<file path="config.mk">
export PLATFORM = sky130hd
export DESIGN_NAME = source_text_lexer
export DESIGN_NICKNAME = d
export VERILOG_FILES = /design/src/sv/stl_pkg.sv /design/src/sv/source_text_lexer.sv /design/src/sv/stl_front.sv /design/src/sv/stl_queue.sv /design/src/sv/stl_back.sv
export SDC_FILE = /design/constraint.sdc
export NUM_CORES = 1
export LEC_CHECK = 0
export ABC_AREA = 1
export BUFFER_PORTS_ARGS = -buffer_cell sky130_fd_sc_hd__buf_4
export CAP_MARGIN = 20
export CORE_MARGIN = 5
export CORE_UTILIZATION = 50
export CTS_BUF_LIST = sky130_fd_sc_hd__clkbuf_4 sky130_fd_sc_hd__clkbuf_8
export DETAILED_ROUTE_END_ITERATION = 7
export PLACE_DENSITY = 0.7
export SYNTH_ARGS = -nofsm -noshare
export SYNTH_HDL_FRONTEND = slang
export SYNTH_SLANG_ARGS = --single-unit
</file>
<file path="constraint.sdc">
create_clock -name i_clk -period 5.35 [get_ports i_clk]
set_clock_uncertainty 0.2 [all_clocks]
set_input_delay 1.07 -clock i_clk [delete_from_list [all_inputs] [get_ports i_clk]]
set_output_delay 1.07 -clock i_clk [all_outputs]
set_load 0.05 [all_outputs]
</file>
<file path="src/sv/stl_pkg.sv">
// Shared widths, token kinds, character codes and queue item types for the lexer.
package stl_pkg;

    localparam int OFFSET_BITS_DEF = 32;
    localparam int LINE_BITS_DEF   = 24;
    localparam int COLUMN_BITS_DEF = 16;

    localparam int CHAR_W = 8;
    localparam int KIND_W = 4;
    localparam int OFF_W  = 32;
    localparam int LEN_W  = 16;
    localparam int LINE_W = 24;
    localparam int COL_W  = 16;

    localparam int QUEUE_DEPTH = 4;

    typedef enum logic [KIND_W-1:0] {
        K_IDENT   = 4'd0,
        K_NUMBER  = 4'd1,
        K_ADD     = 4'd2,
        K_MUL     = 4'd3,
        K_ARROW   = 4'd4,
        K_COLON   = 4'd5,
        K_COMMA   = 4'd6,
        K_PERIOD  = 4'd7,
        K_LBRACE  = 4'd8,
        K_RBRACE  = 4'd9,
        K_LPAREN  = 4'd10,
        K_RPAREN  = 4'd11,
        K_EOL     = 4'd12,
        K_EOF     = 4'd13,
        K_INVALID = 4'd14
    } t_kind;

    localparam logic [CHAR_W-1:0] CH_NUL        = 8'h00;
    localparam logic [CHAR_W-1:0] CH_TAB        = 8'h09;
    localparam logic [CHAR_W-1:0] CH_NL         = 8'h0A;
    localparam logic [CHAR_W-1:0] CH_CR         = 8'h0D;
    localparam logic [CHAR_W-1:0] CH_SPACE      = 8'h20;
    localparam logic [CHAR_W-1:0] CH_HASH       = 8'h23;
    localparam logic [CHAR_W-1:0] CH_LPAREN     = 8'h28;
    localparam logic [CHAR_W-1:0] CH_RPAREN     = 8'h29;
    localparam logic [CHAR_W-1:0] CH_STAR       = 8'h2A;
    localparam logic [CHAR_W-1:0] CH_PLUS       = 8'h2B;
    localparam logic [CHAR_W-1:0] CH_COMMA      = 8'h2C;
    localparam logic [CHAR_W-1:0] CH_MINUS      = 8'h2D;
    localparam logic [CHAR_W-1:0] CH_DOT        = 8'h2E;
    localparam logic [CHAR_W-1:0] CH_SLASH      = 8'h2F;
    localparam logic [CHAR_W-1:0] CH_DIGIT_0    = 8'h30;
    localparam logic [CHAR_W-1:0] CH_DIGIT_9    = 8'h39;
    localparam logic [CHAR_W-1:0] CH_COLON      = 8'h3A;
    localparam logic [CHAR_W-1:0] CH_GT         = 8'h3E;
    localparam logic [CHAR_W-1:0] CH_UPPER_A    = 8'h41;
    localparam logic [CHAR_W-1:0] CH_UPPER_Z    = 8'h5A;
    localparam logic [CHAR_W-1:0] CH_UNDERSCORE = 8'h5F;
    localparam logic [CHAR_W-1:0] CH_LOWER_A    = 8'h61;
    localparam logic [CHAR_W-1:0] CH_LOWER_Z    = 8'h7A;
    localparam logic [CHAR_W-1:0] CH_LBRACE     = 8'h7B;
    localparam logic [CHAR_W-1:0] CH_RBRACE     = 8'h7D;

    typedef struct packed {
        logic  digit;
        logic  word;
        logic  blank;
        logic  hash;
        logic  newline;
        logic  dot;
        logic  symbol;
        t_kind sym_kind;
    } t_class;

    typedef struct packed {
        logic [CHAR_W-1:0] char_byte;
        logic              end_of_input;
        t_class            cls;
    } t_item;

endpackage

</file>
<file path="src/sv/source_text_lexer.sv">
// Source text lexer top level: front classifier, item queue and scanner back end.
// Accepted bytes pass through the item queue and the back end into the output register.
// Throughput: one byte per cycle while each byte yields at most one token and the output is
// not stalled; a byte with more tokens holds the back end until each passes the output register.
// Reset: synchronous, active low; clears the queue, scanner mode and output valid,
// sets offset to 0 and line and column to 1.
module source_text_lexer
    import stl_pkg::*;
#(
    parameter int OFFSET_BITS = OFFSET_BITS_DEF,
    parameter int LINE_BITS   = LINE_BITS_DEF,
    parameter int COLUMN_BITS = COLUMN_BITS_DEF
)
(
    input  logic              i_clk,
    input  logic              i_rst_n,
    input  logic              i_valid,
    output logic              o_stall,
    input  logic [CHAR_W-1:0] i_char_byte,
    input  logic              i_end_of_input,
    output logic              o_valid,
    input  logic              i_stall,
    output logic [KIND_W-1:0] o_token_kind,
    output logic [CHAR_W-1:0] o_first_char,
    output logic [OFF_W-1:0]  o_start_offset,
    output logic [LEN_W-1:0]  o_token_length,
    output logic [LINE_W-1:0] o_line_number,
    output logic [COL_W-1:0]  o_column_number,
    output logic              o_last_of_run
);

    logic  w_push;
    logic  w_pop;
    logic  w_full;
    logic  w_empty;
    t_item w_push_item;
    t_item w_head_item;

    stl_front u_front (
        .i_valid        (i_valid),
        .i_char_byte    (i_char_byte),
        .i_end_of_input (i_end_of_input),
        .i_full         (w_full),
        .o_stall        (o_stall),
        .o_push         (w_push),
        .o_item         (w_push_item)
    );

    stl_queue u_queue (
        .i_clk   (i_clk),
        .i_rst_n (i_rst_n),
        .i_push  (w_push),
        .i_item  (w_push_item),
        .i_pop   (w_pop),
        .o_item  (w_head_item),
        .o_full  (w_full),
        .o_empty (w_empty)
    );

    stl_back #(
        .OFFSET_BITS (OFFSET_BITS),
        .LINE_BITS   (LINE_BITS),
        .COLUMN_BITS (COLUMN_BITS)
    ) u_back (
        .i_clk           (i_clk),
        .i_rst_n         (i_rst_n),
        .i_item          (w_head_item),
        .i_empty         (w_empty),
        .o_pop           (w_pop),
        .o_valid         (o_valid),
        .i_stall         (i_stall),
        .o_token_kind    (o_token_kind),
        .o_first_char    (o_first_char),
        .o_start_offset  (o_start_offset),
        .o_token_length  (o_token_length),
        .o_line_number   (o_line_number),
        .o_column_number (o_column_number),
        .o_last_of_run   (o_last_of_run)
    );

endmodule

</file>
<file path="src/sv/stl_front.sv">
// Input side: accepts source bytes, classifies them and pushes them into the queue.
module stl_front
    import stl_pkg::*;
(
    input  logic              i_valid,
    input  logic [CHAR_W-1:0] i_char_byte,
    input  logic              i_end_of_input,
    input  logic              i_full,
    output logic              o_stall,
    output logic              o_push,
    output t_item             o_item
);

    t_class w_cls;
    logic   w_alpha;

    always_comb begin
        w_alpha = ((i_char_byte >= CH_LOWER_A) && (i_char_byte <= CH_LOWER_Z)) ||
                  ((i_char_byte >= CH_UPPER_A) && (i_char_byte <= CH_UPPER_Z));
        w_cls.digit   = (i_char_byte >= CH_DIGIT_0) && (i_char_byte <= CH_DIGIT_9);
        w_cls.word    = w_alpha || w_cls.digit || (i_char_byte == CH_UNDERSCORE);
        w_cls.blank   = (i_char_byte == CH_SPACE) || (i_char_byte == CH_TAB) ||
                        (i_char_byte == CH_CR);
        w_cls.hash    = (i_char_byte == CH_HASH);
        w_cls.newline = (i_char_byte == CH_NL);
        w_cls.dot     = (i_char_byte == CH_DOT);
        w_cls.symbol  = 1'b1;
        case (i_char_byte)
            CH_PLUS, CH_MINUS: begin
                w_cls.sym_kind = K_ADD;
            end
            CH_STAR, CH_SLASH: begin
                w_cls.sym_kind = K_MUL;
            end
            CH_GT: begin
                w_cls.sym_kind = K_ARROW;
            end
            CH_COLON: begin
                w_cls.sym_kind = K_COLON;
            end
            CH_COMMA: begin
                w_cls.sym_kind = K_COMMA;
            end
            CH_DOT: begin
                w_cls.sym_kind = K_PERIOD;
            end
            CH_LBRACE: begin
                w_cls.sym_kind = K_LBRACE;
            end
            CH_RBRACE: begin
                w_cls.sym_kind = K_RBRACE;
            end
            CH_LPAREN: begin
                w_cls.sym_kind = K_LPAREN;
            end
            CH_RPAREN: begin
                w_cls.sym_kind = K_RPAREN;
            end
            default: begin
                w_cls.sym_kind = K_INVALID;
                w_cls.symbol   = 1'b0;
            end
        endcase
    end

    assign o_stall             = i_full;
    assign o_push              = i_valid && !i_full;
    assign o_item.char_byte    = i_char_byte;
    assign o_item.end_of_input = i_end_of_input;
    assign o_item.cls          = w_cls;

endmodule

</file>
<file path="src/sv/stl_queue.sv">
// Short FIFO of classified items between the front and back ends.
module stl_queue
    import stl_pkg::*;
(
    input  logic  i_clk,
    input  logic  i_rst_n,
    input  logic  i_push,
    input  t_item i_item,
    input  logic  i_pop,
    output t_item o_item,
    output logic  o_full,
    output logic  o_empty
);

    localparam int PW = (QUEUE_DEPTH > 1) ? $clog2(QUEUE_DEPTH) : 1;
    localparam int CW = $clog2(QUEUE_DEPTH + 1);

    t_item           r_mem [QUEUE_DEPTH];
    logic [PW-1:0]   r_wp;
    logic [PW-1:0]   r_rp;
    logic [CW-1:0]   r_count;
    logic [PW-1:0]   n_wp;
    logic [PW-1:0]   n_rp;

    assign n_wp    = (r_wp == PW'(QUEUE_DEPTH - 1)) ? '0 : r_wp + 1'b1;
    assign n_rp    = (r_rp == PW'(QUEUE_DEPTH - 1)) ? '0 : r_rp + 1'b1;
    assign o_full  = (r_count == CW'(QUEUE_DEPTH));
    assign o_empty = (r_count == '0);
    assign o_item  = r_mem[r_rp];

    always_ff @(posedge i_clk) begin
        if (i_push) begin
            r_mem[r_wp] <= i_item;
        end
    end

    always_ff @(posedge i_clk) begin
        if (!i_rst_n) begin
            r_wp    <= '0;
            r_rp    <= '0;
            r_count <= '0;
        end else begin
            if (i_push) begin
                r_wp <= n_wp;
            end
            if (i_pop) begin
                r_rp <= n_rp;
            end
            if (i_push && !i_pop) begin
                r_count <= r_count + 1'b1;
            end else if (!i_push && i_pop) begin
                r_count <= r_count - 1'b1;
            end
        end
    end

endmodule

</file>
<file path="src/sv/stl_back.sv">
// Scanner engine: runs the lexer modes, sequences up to three tokens per item, output register.
module stl_back
    import stl_pkg::*;
#(
    parameter int OFFSET_BITS = OFFSET_BITS_DEF,
    parameter int LINE_BITS   = LINE_BITS_DEF,
    parameter int COLUMN_BITS = COLUMN_BITS_DEF
)
(
    input  logic              i_clk,
    input  logic              i_rst_n,
    input  t_item             i_item,
    input  logic              i_empty,
    output logic              o_pop,
    output logic              o_valid,
    input  logic              i_stall,
    output logic [KIND_W-1:0] o_token_kind,
    output logic [CHAR_W-1:0] o_first_char,
    output logic [OFF_W-1:0]  o_start_offset,
    output logic [LEN_W-1:0]  o_token_length,
    output logic [LINE_W-1:0] o_line_number,
    output logic [COL_W-1:0]  o_column_number,
    output logic              o_last_of_run
);

    typedef enum logic [5:0] {
        M_IDLE    = 6'b000001,
        M_IDENT   = 6'b000010,
        M_INT     = 6'b000100,
        M_DOT     = 6'b001000,
        M_FRAC    = 6'b010000,
        M_COMMENT = 6'b100000
    } t_mode;

    localparam logic [OFFSET_BITS-1:0] OFF_MAX  = {OFFSET_BITS{1'b1}};
    localparam logic [LINE_BITS-1:0]   LINE_MAX = {LINE_BITS{1'b1}};
    localparam logic [COLUMN_BITS-1:0] COL_MAX  = {COLUMN_BITS{1'b1}};
    localparam logic [LEN_W-1:0]       LEN_MAX  = {LEN_W{1'b1}};

    localparam int OFF_XW  = (OFFSET_BITS > OFF_W) ? OFFSET_BITS : OFF_W;
    localparam int LINE_XW = (LINE_BITS > LINE_W) ? LINE_BITS : LINE_W;
    localparam int COL_XW  = (COLUMN_BITS > COL_W) ? COLUMN_BITS : COL_W;

    // scanner state
    t_mode                   r_mode;
    logic [OFFSET_BITS-1:0]  r_off;
    logic [LINE_BITS-1:0]    r_line;
    logic [COLUMN_BITS-1:0]  r_col;
    logic [OFFSET_BITS-1:0]  r_tok_off;
    logic [COLUMN_BITS-1:0]  r_tok_col;
    logic [LEN_W-1:0]        r_tok_len;
    logic [CHAR_W-1:0]       r_tok_first;
    logic                    r_eof;
    logic [1:0]              r_sub;
    logic                    r_ovalid;

    t_mode                   n_mode;
    logic [OFFSET_BITS-1:0]  n_tok_off;
    logic [COLUMN_BITS-1:0]  n_tok_col;
    logic [LEN_W-1:0]        n_tok_len;
    logic [CHAR_W-1:0]       n_tok_first;

    logic [OFFSET_BITS-1:0]  w_off_inc;
    logic [OFFSET_BITS-1:0]  w_off_dec;
    logic [LINE_BITS-1:0]    w_line_inc;
    logic [COLUMN_BITS-1:0]  w_col_inc;
    logic [COLUMN_BITS-1:0]  w_col_dec;
    logic [LEN_W-1:0]        w_len_inc;
    logic [LEN_W-1:0]        w_len_inc2;

    logic                    w_consumed;
    logic                    w_flush;
    logic                    w_has_a;
    logic                    w_has_b;
    logic                    w_emit_c;
    logic [1:0]              w_ntok;
    t_kind                   w_a_kind;
    t_kind                   w_c_kind;
    logic [CHAR_W-1:0]       w_c_first;
    logic [LEN_W-1:0]        w_c_len;
    logic [LINE_BITS-1:0]    w_c_line;
    logic [COLUMN_BITS-1:0]  w_c_col;

    logic                    w_sel_a;
    logic                    w_sel_b;
    t_kind                   w_s_kind;
    logic [CHAR_W-1:0]       w_s_first;
    logic [OFFSET_BITS-1:0]  w_s_off;
    logic [LEN_W-1:0]        w_s_len;
    logic [LINE_BITS-1:0]    w_s_line;
    logic [COLUMN_BITS-1:0]  w_s_col;
    logic [OFF_XW-1:0]       w_off_x;
    logic [LINE_XW-1:0]      w_line_x;
    logic [COL_XW-1:0]       w_col_x;

    logic                    w_fire;
    logic                    w_last;
    logic                    w_load;

    assign w_off_inc  = (r_off == OFF_MAX) ? r_off : r_off + 1'b1;
    assign w_off_dec  = (r_off == '0) ? r_off : r_off - 1'b1;
    assign w_line_inc = (r_line == LINE_MAX) ? r_line : r_line + 1'b1;
    assign w_col_inc  = (r_col == COL_MAX) ? r_col : r_col + 1'b1;
    assign w_col_dec  = (r_col == '0) ? r_col : r_col - 1'b1;
    assign w_len_inc  = (r_tok_len == LEN_MAX) ? r_tok_len : r_tok_len + 1'b1;
    assign w_len_inc2 = (r_tok_len >= LEN_MAX - 1'b1) ? LEN_MAX : r_tok_len + LEN_W'(2);

    always_comb begin
        n_mode      = r_mode;
        n_tok_off   = r_tok_off;
        n_tok_col   = r_tok_col;
        n_tok_len   = r_tok_len;
        n_tok_first = r_tok_first;
        w_consumed  = 1'b0;
        w_flush     = 1'b0;
        w_emit_c    = 1'b0;
        w_c_kind    = K_INVALID;
        w_c_first   = i_item.char_byte;
        w_c_len     = LEN_W'(1);
        w_c_line    = r_line;
        w_c_col     = r_col;
        if (i_item.end_of_input) begin
            w_flush   = 1'b1;
            w_emit_c  = 1'b1;
            w_c_kind  = K_EOF;
            w_c_first = CH_NUL;
            w_c_len   = '0;
            n_mode    = M_IDLE;
        end else begin
            case (r_mode)
                M_IDENT: begin
                    if (i_item.cls.word) begin
                        w_consumed = 1'b1;
                        n_tok_len  = w_len_inc;
                    end
                end
                M_INT: begin
                    if (i_item.cls.dot) begin
                        w_consumed = 1'b1;
                        n_mode     = M_DOT;
                    end else if (i_item.cls.digit) begin
                        w_consumed = 1'b1;
                        n_tok_len  = w_len_inc;
                    end
                end
                M_DOT: begin
                    if (i_item.cls.digit) begin
                        w_consumed = 1'b1;
                        n_mode     = M_FRAC;
                        n_tok_len  = w_len_inc2;
                    end
                end
                M_FRAC: begin
                    if (i_item.cls.digit) begin
                        w_consumed = 1'b1;
                        n_tok_len  = w_len_inc;
                    end
                end
                M_COMMENT: begin
                    w_consumed = !i_item.cls.newline;
                end
                default: begin
                    w_consumed = 1'b0;
                end
            endcase
            if (!w_consumed) begin
                w_flush = 1'b1;
                n_mode  = M_IDLE;
                if (i_item.cls.hash) begin
                    n_mode = M_COMMENT;
                end else if (i_item.cls.word) begin
                    n_mode      = i_item.cls.digit ? M_INT : M_IDENT;
                    n_tok_off   = r_off;
                    n_tok_col   = r_col;
                    n_tok_len   = LEN_W'(1);
                    n_tok_first = i_item.char_byte;
                end else if (i_item.cls.newline) begin
                    w_emit_c = 1'b1;
                    w_c_kind = K_EOL;
                    w_c_line = w_line_inc;
                    w_c_col  = '0;
                end else if (i_item.cls.symbol) begin
                    w_emit_c = 1'b1;
                    w_c_kind = i_item.cls.sym_kind;
                end else if (!i_item.cls.blank) begin
                    w_emit_c = 1'b1;
                    w_c_kind = K_INVALID;
                    w_c_col  = w_col_inc;
                end
            end
        end
    end

    // pending token first, then the period of a trailing dot, then this byte's own token
    assign w_has_a  = w_flush && ((r_mode == M_IDENT) || (r_mode == M_INT) ||
                                  (r_mode == M_DOT) || (r_mode == M_FRAC));
    assign w_has_b  = w_flush && (r_mode == M_DOT);
    assign w_a_kind = (r_mode == M_IDENT) ? K_IDENT : K_NUMBER;
    assign w_ntok   = r_eof ? 2'd0 : (2'(w_has_a) + 2'(w_has_b) + 2'(w_emit_c));

    assign w_sel_a = (r_sub == 2'd0) && w_has_a;
    assign w_sel_b = (r_sub == 2'd1) && w_has_b;

    assign w_s_kind  = w_sel_a ? w_a_kind    : (w_sel_b ? K_PERIOD   : w_c_kind);
    assign w_s_first = w_sel_a ? r_tok_first : (w_sel_b ? CH_DOT     : w_c_first);
    assign w_s_off   = w_sel_a ? r_tok_off   : (w_sel_b ? w_off_dec  : r_off);
    assign w_s_len   = w_sel_a ? r_tok_len   : (w_sel_b ? LEN_W'(1)  : w_c_len);
    assign w_s_line  = (w_sel_a || w_sel_b) ? r_line : w_c_line;
    assign w_s_col   = w_sel_a ? r_tok_col   : (w_sel_b ? w_col_dec  : w_c_col);

    assign w_off_x  = OFF_XW'(w_s_off);
    assign w_line_x = LINE_XW'(w_s_line);
    assign w_col_x  = COL_XW'(w_s_col);

    assign w_fire = !i_empty && (!r_ovalid || !i_stall);
    assign w_last = (2'(r_sub + 2'd1) == w_ntok);
    assign w_load = w_fire && (w_ntok != 2'd0);
    assign o_pop  = w_fire && ((w_ntok == 2'd0) || w_last);

    always_ff @(posedge i_clk) begin
        if (!i_rst_n) begin
            r_mode      <= M_IDLE;
            r_off       <= '0;
            r_line      <= LINE_BITS'(1);
            r_col       <= COLUMN_BITS'(1);
            r_tok_off   <= '0;
            r_tok_col   <= '0;
            r_tok_len   <= '0;
            r_tok_first <= '0;
            r_eof       <= 1'b0;
            r_sub       <= '0;
            r_ovalid    <= 1'b0;
        end else begin
            if (w_load) begin
                r_ovalid <= 1'b1;
                r_sub    <= w_last ? 2'd0 : r_sub + 2'd1;
            end else if (!i_stall) begin
                r_ovalid <= 1'b0;
            end
            if (o_pop && !r_eof) begin
                r_mode      <= n_mode;
                r_tok_off   <= n_tok_off;
                r_tok_col   <= n_tok_col;
                r_tok_len   <= n_tok_len;
                r_tok_first <= n_tok_first;
                if (i_item.end_of_input) begin
                    r_eof <= 1'b1;
                end else begin
                    r_off <= w_off_inc;
                    if (i_item.cls.newline) begin
                        r_line <= w_line_inc;
                        r_col  <= COLUMN_BITS'(1);
                    end else begin
                        r_col  <= w_col_inc;
                    end
                end
            end
        end
    end

    always_ff @(posedge i_clk) begin
        if (w_load) begin
            o_token_kind    <= w_s_kind;
            o_first_char    <= w_s_first;
            o_start_offset  <= w_off_x[OFF_W-1:0];
            o_token_length  <= w_s_len;
            o_line_number   <= w_line_x[LINE_W-1:0];
            o_column_number <= w_col_x[COL_W-1:0];
            o_last_of_run   <= w_last;
        end
    end

    assign o_valid = r_ovalid;

endmodule
</file>
# == Word level (Yosys, flattened, before mapping) ==
# Memories as Yosys holds them, arrays and structs flattened. A register that Yosys moved wholly into a read port is not among the register bits.
# Cells that the tools add are included.
# op_classes
addsub,14
order_cmp,7
eq_ne,36
n_mux,83
bitwise_logic,4
reduce_logical,49
# op_table
op,n
2-to-1 mux 16 bit,22
2-to-1 mux 24 bit,7
== test 8 x 6 -> 1 bit (second input constant),12
2-to-1 mux 32 bit,3
one-hot mux 16 bit (4 select lines),1
one-hot mux 4 bit (10 select lines),1
2-to-1 mux 6 bit,6
adder 16 x 1 -> 16 bit (second input constant),2
adder 32 x 1 -> 32 bit (second input constant),1
== test 16 bit (second input constant),2
== test 32 bit (second input constant),1
logical NOT 32 bit,1
2-to-1 mux 4 bit,8
subtractor 32 x 1 -> 32 bit (second input constant),1
adder 24 x 1 -> 24 bit (second input constant),1
== test 24 bit (second input constant),1
== test 8 x 4 -> 1 bit (second input constant),3
== test 8 x 7 -> 1 bit (second input constant),3
2-to-1 mux 8 bit,3
2-to-1 mux 1 bit,21
adder 16 x 2 -> 16 bit (second input constant),1
greater-or-equal comparator 16 bit (second input constant),1
greater-or-equal comparator 8 x 7 -> 1 bit (second input constant),2
<= comparator 8 x 7 -> 1 bit (second input constant),2
other kinds (38),87
# totals
reg_bits,262
ram_bits,80
in_bits,13
elab_cells,215
memories,1
# memory_table
name,words,word_bits,read_ports,rd_clocked_by_memory_dff,wr,line_no,text
u_queue.r_mem,4,20,1,1,1,stl_queue.sv:18,t_item r_mem [QUEUE_DEPTH];

# == Logic depth before layout (Yosys ltp) ==
# Gate-level depths: netlist (run 1).
# logic_depth
word_depth,16
ltp_mapped,26
depth_no_buf,24

# == Modules after synthesis ==
# A second synthesis (run 1) with hierarchy kept.
# hier_totals
hier_cells,2417
area_unflattened_um2,18627.9
# modules_own_cells
mod,instances,cells_per_inst,area_each_um2
stl_back,1,2080,14819.2
stl_queue,1,253,3398.3
stl_front,1,84,410.4

# == Worst setup path before layout (run 1) ==
# OpenSTA, ideal clock, no wires.
# synth_path
path_type,register to register
startpoint,reg with a tool-made name
endpoint,"reg u_back.o_column_number[0], enable pin"
setup_ps,455
arrival_time_ps,4463
t_required_ps,4695
setup_slack_ps,232
path_stages_with_launch,15
n_path_buf,2
cell_sequence,dfxtp_1 inv_2 buf_6 nand2_1 nand3_1 nand2_1 clkinv_1 clkbuf_1 o41ai_1 fa_1 nor2_1 nor2_1 inv_1 nand2_1 inv_1
# synth_rtl
item,line_no,text
to (signal assigned),stl_back.sv:268,o_column_number <= w_col_x[COL_W-1:0];
to (decl),stl_back.sv:22,"output logic [COL_W-1:0] o_column_number,"

==> metrics.txt, run 1 <==
status completed; Mean Syn Cell Area between 7 and 8 sq um; post-CTS setup buffer count 0; Critical Path Sink Type flop; count leader, synth nand2_1; hold path depth 2; Tmin final 4780 ps; Setup Total Neg Slack 0 ps; WP data required 5760 ps; area growth from synthesis to layout 12.3%; vias in the first global route 16300; drt total wl 53600 microns; Async SR Flop Fraction 0; H-tree levels 2; I/O pin cnt 116; fillers 3490; Chip Width around 200 microns; post-DP HPWL 36900 microns; hold slack between 200 and 300 ps; core area 37400 sq um; power per cell area around 550 nW/um^2; Leakage Power a little under 9 nW; RSZ-0062 raised after global routing no; #FFs+latches synth 344; Antenna diodes 0; setup violators final 0; # hold bufs at CTS 0; Hold Crit Class flop to flop; Clock Latency Late Sink between 600 and 700 ps; die area around 42000 sq um; Power, Total 11.7 mW; post-DR vias/cell 5.48; synth top area cells edfxtp_1 29%, dfxtp_1 17%, nand2_1 14%, nor2_1 5.9%, inv_1 4.7%; routed vias 17300; Final Core Density 0.565; Final #Nets 2638; Crit Path Max Fanout 40; Layout Cells excl Fill about 3200; FP Rows 71; I/O Buffers 115; YS warnings 0; largest net degree at the start of global routing 106; max-slew violations 0; share of layout cells above drive strength 1 0.102; crit path DAT between 5000 and 6000 ps; Setup CP Type flop to flop; Synth top area share 0.289; Max Cap Viol 0; RePlAce Congestion 0.994; initial antenna violation count 0; total track usage 0.252; DRT antenna net count 0; first-pass GRT wire length 86000 microns; worst vdd ir between 0.7 and 0.8 mV; clock sinks 344; placed instance count ~3100; effective utilization at floorplan 0.504; distinct cell type count after synthesis 52; # DRC 0; Synth Cell Area between 15000 and 20000 sq um; Die H 204 microns; total CTS buffers between 50 and 60; fin crit share 0.894; FMAX 209 MHz; Fin. Hold Viols 0; crit start category flop; Initial DRC Count ~1600; Root Buffer clkbuf_8; top cells by instance count after synthesis 688 x nand2_1, 295 x nor2_1, 237 x inv_1; Primary FF master, synth edfxtp_1; Worst Max-Slew Pin Slew 1040 ps; DR WL/cell ~17 microns; CTS tree yes; Yosys top cell by area edfxtp_1; Post-synth EDFFs approximately 180; CTS clk-pin slew, worst paths 70 ps; Initial DRT Pass Iterations 6; Synthesized Nets 2570; Slew headroom 0.307; Syn Inst Count 2537; Clock Path Buffers 3; Reg2Reg Depth 24; GR Overflow Total 0; post-synthesis sequential area ratio 0.462
[where the power goes]
part	switching [mW]	total (mW)	internal, mW
clock network	1.11	2.41	1.30
logic	3.94	5.28	1.33
registers	0.320	3.99	3.67
total	5.37	11.7	6.31
[critical path, cell delays in order (launching register included)]
cell and delay (ps):
dfxtp_1 340, buf_4 360, nand2_1 110, nand3_1 100, nand2_1 180, nand2_1 130, nand2_2 120, nor2_8 160
nand2_2 80, nand2_1 110, o41ai_1 120, fa_1 490, nor2_1 170, xor2_1 170, nand2_1 110, nand2_1 70
nand2_1 80, nor2_1 170, nand2_2 240, nor2_2 150, buf_4 350, inv_2 280, o21ai_0 220, nand2_1 60
nor2_1 100
[state kept, by name, indices dropped and copies added (netlist names), named ones only]
signal	count
u_queue.r_mem	80
u_back.o_start_offset	32
u_back.r_off	32
u_back.r_tok_off	32
u_back.o_line_number	24
u_back.r_line	24
u_back.o_column_number	16
u_back.o_token_length	16
u_back.r_col	16
u_back.r_tok_col	16
u_back.r_tok_len	16
u_back.o_first_char	8
u_back.r_tok_first	8
u_back.r_mode	6
u_back.o_token_kind	4
u_queue.r_count	3
u_back.r_sub	2
u_queue.r_rp	2
u_queue.r_wp	2
u_back.o_last_of_run	1
u_back.o_valid	1
u_back.r_eof	1
[layout make-up]
cell class                 count  area (sq um)  area share
timing repair buffer         139          1070      0.0505
multi-input combinational   1813          8620       0.408
inverter                     250           941      0.0445
tap                          511           639      0.0302
sequential                   344          8700       0.411
clock buffer                  76           940      0.0444
clock inverter                31           243      0.0115
[path summary, 6_finish.rpt]
kind	startpoint	to	slack, ps
worst max-delay path	flop	u_back.r_off[20]	570
worst min-delay path	u_back.r_sub[1]	u_back.r_sub[1]	290
worst max register to register	flop	u_back.r_off[20]	570
worst min register to register	u_back.r_sub[1]	u_back.r_sub[1]	290
[timing repair]
item,in CTS,in global routing
hold endpoints to repair,0,0
resized for setup,0,2
setup endpoints to repair,0,18
[kinds of logic after synthesis]
family | Yosys count | synth area share
xor+xnor | 69 | 0.0321
mux | 1 | 0.000531
compound gates | 432 | 0.123
buf+inv | 380 | 0.0814
fa+ha+maj | 20 | 0.0141
flops | 344 | 0.462
simple gates | 1291 | 0.288
[per-layer routing]
metal | part of all wire | vias up | GRT usage
li1 | - | 8540 | -
met1 | 0.45 | 8100 | 0.350
met2 | 0.46 | 622 | 0.413
met3 | 0.067 | 80 | 0.0427
met4 | 0.020 | 0 | 0.0637
met5 | 0 | - | 0
[layout by cell type, fill, tap and decap left out, types with 62 or more instances in the layout]
master | netlist | final
dfxtp_1 | 163 | 163
nor3_1 | 62 | 62
o21ai_0 | 173 | 173
edfxtp_1 | 181 | 181
buf_4 | 7 | 137
nand3_1 | 157 | 157
nor2_1 | 295 | 292
nand2_1 | 688 | 687
inv_1 | 237 | 236
xor2_1 | 68 | 68
a21oi_1 | 177 | 177
[stage by stage]
| stage | instance area (sq um) | setup slack, ps |
|---|---|---|
| after CTS | 21100 | 363 |
| after global placement | 20000 | 580 |
| final | 21100 | 569 |
| after global routing | 21100 | 71.7 |
| after floorplan | 18800 | 232 |
| after detailed placement | 20000 | 388 |
(Power assumes the default switching activity.)
==> run 2, diff against run 1 <==
ABC_AREA = default   (was 1)
PLACE_DENSITY = 0.71   (was 0.7)
SETUP_SLACK_MARGIN = 0.2   (was default)
==> metrics.txt, run 2 <==
Worst path top cell family by delay simple AND/OR/NAND/NOR gates; Final #Nets 1892 (-28%); crit start category flop; RePlAce Congestion 0.927 (-6.8%); Max Cap Viol 0 (unchanged); Mean Syn Cell Area 9.57 sq um (+29%); max FFs per register 80 (unchanged); status completed; FP Rows 67 (-5.6%); core area 33700 sq um (-9.9%); area growth from synthesis to layout 14.0%; CTS clk-pin slew, worst paths 60 ps (about the same); I/O Buffers 115 (unchanged); crit path buf inv count 1 (-2); first-pass GRT wire length 70000 microns (-19%); post-DP HPWL 29100 microns (-21%); worst vdd ir 0.339 mV (-55%); post-synthesis sequential area ratio 0.508 (+0.0461); fin crit share 0.893 (about the same); total CTS buffers 57 (unchanged); die area 38100 sq um (-8.6%); WP data required 5610 ps (-150 ps); share of layout cells above drive strength 1 0.154 (+0.0521); Critical Path Sink Type flop; drt total wl 43700 microns (-18%); total track usage 0.221 (-0.0309); Top Layer Used met4; Hold Crit Class flop to flop; Root Buffer clkbuf_8; most frequent cells in the layout 245 x nand2_1, 181 x edfxtp_1, 165 x nor2_1; FMAX 209 MHz (about the same); YS warnings 0 (unchanged); power per cell area 519 nW/um^2 (-6.0%); crit path DAT 5040 ps (-150 ps); Chip Width 195 microns (-4.4%); Syn Inst Count 1790 (-29%); post-route worst setup slack 570 ps (+1.73 ps); Synth Cell Area 17100 sq um (-9.1%); # DRC 0 (unchanged); Post-synth EDFFs 181 (unchanged); Clock Latency Late Sink 610 ps (-50 ps); cell repeated most along the worst path nor2_1; Slew headroom 0.256 (-0.0509); Antenna diodes 0 (unchanged); DP Worst Slack 287 ps (-101 ps); commonest non-fill, non-tap cell in the layout nand2_1; distinct cell type count after synthesis 83 (+60%); Primary FF master, synth edfxtp_1; max-slew violations 0 (unchanged); DR WL/cell 18.5 microns (+9.5%); Initial DRC Count 1132 (-28%); Die H 195 microns (-4.4%); Setup CP Type flop to flop; met3 WL 3140 microns (-13%); post-DR vias/cell 5.87 (+7.2%); initial antenna violation count 0 (unchanged); RSZ-0062 raised after global routing no; H-tree levels 2 (unchanged); Clock Path Buffers 3 (unchanged); Tmin final 4780 ps (-1.73 ps); routed vias 13800 (-20%); setup violators final 0 (unchanged); post-CTS setup buffer count 0 (unchanged); Async SR Flop Fraction 0 (unchanged); DRT antenna net count 0 (unchanged); CTS tree yes; Initial DRT Pass Iterations 5 (-1); Yosys top cell by area edfxtp_1; met1 wire length 19100 microns (-20%); clock sinks 344 (unchanged); Fin. Hold Viols 0 (unchanged); count leader, synth nand2_1; Worst Max-Slew Pin Slew 1120 ps (+80.2 ps); Synth top area share 0.317 (+0.0288); Crit Path Max Fanout 22 (-45%); I/O pin cnt 116 (unchanged); Synthesized Nets 1823 (-29%); WL met2 20400 microns (-18%); synth top area cells edfxtp_1 32%, dfxtp_1 19%, nand2_1 5.4%, a21oi_1 4.0%, xnor2_1 3.9%; top cells by instance count after synthesis 246 x nand2_1, 181 x edfxtp_1, 166 x nor2_1; #FFs+latches synth 344 (unchanged); Biggest register u_queue.r_mem; largest net degree at the start of global routing 94 (-11%); GR Overflow Total 0 (unchanged); crit-path cells mux4_2 > or4b_4 > nand2_1 > or4_4 > nor2_1 > nor2_1 > fa_2 > nand2b_1 > a21oi_1 > buf_4 > or4_4 > nor3b_1 > and4_1 > xnor2_1 > nor2_1; effective utilization at floorplan 0.508 (+0.00454); slowest CP cell or4_4; Setup Total Neg Slack 0 ps (unchanged); vias in the first global route 13100 (-20%); Critical Path Max Stage Delay 650 ps (+160 ps); Leakage Power 6.82 nW (-23%)
[run 2: cell types whose count changed after synthesis, moves of 23 or more]
cell and change:
a21oi_1 -41, and3_1 +37, buf_2 -25, clkbuf_1 +38, inv_1 -207, nand2_1 -442, nand3_1 -97, nor2_1 -129
o21ai_0 -85, or3_1 +28, xnor2_1 +76, xor2_1 -23
[run 2: cells by family after synthesis]
family	share of synthesized area
AND/OR/NAND/NOR	0.215
XOR/XNOR	0.0624
buffers and inverters	0.0395
AO/OA/AOI/OAI	0.123
adder cells (fa/ha/maj)	0.0155
flip-flops	0.508
multiplexers	0.0365
[run 2: layout make-up]
| cell class | instances | area, sq um |
|---|---|---|
| tap | 448 | 561 |
| inverter | 31 | 123 |
| clock buffer | 83 | 998 |
| clock inverter | 23 | 244 |
| multi-input combinational | 1280 | 7780 |
| timing repair buffer | 145 | 1110 |
| fill | 2972 | 14200 |
| sequential | 344 | 8700 |
[run 2: power breakdown]
part	internal, mW	total [mW]	switching (mW)
Sequential	3.44	3.67	0.228
Combinational	1.13	3.97	2.84
Clock	1.44	2.49	1.05
Total	6.02	10.1	4.12
[run 2: what timing repair did]
action                                  CTS  global route
endpoints found under the setup margin    0            17
hold buffers                              0             0
resized for setup                         0             5
[run 2: tightest hold or removal path, stage by stage, from the launching register on]
cell and delay [ps]:
dfxtp_1 310, nand2_1 50, a21oi_1 50
[run 2: stage by stage]
stage          instances   util  area [sq um]  hold WS [ps]  power (mW)
2_1_floorplan       1790      -         17100           233        6.50
3_3_place_gp        2246  0.542         18300           241        7.65
3_5_place_dp        2246  0.542         18300           245        7.71
4_1_cts             2352  0.578         19500           254        10.2
5_1_grt             2354  0.579         19500           270        10.6
6_report            2354  0.579         19500           252        10.1
[run 2: per-layer routing]
metal	track usage	vias to the layer above
li1	-	6598
met1	0.299	6659
met2	0.360	486
met3	0.0501	83
met4	0.0623	0
met5	0	-
[run 2: final timing paths]
check / start / endpoint / slack (ps) / cells past startpoint
max: flop / u_back.r_off[18] / 570 / 15
min: u_back.r_tok_off[8] / u_back.r_tok_off[8] / 250 / 2
max reg2reg: flop / u_back.r_off[18] / 570 / 15
min reg2reg: u_back.r_tok_off[8] / u_back.r_tok_off[8] / 250 / 2
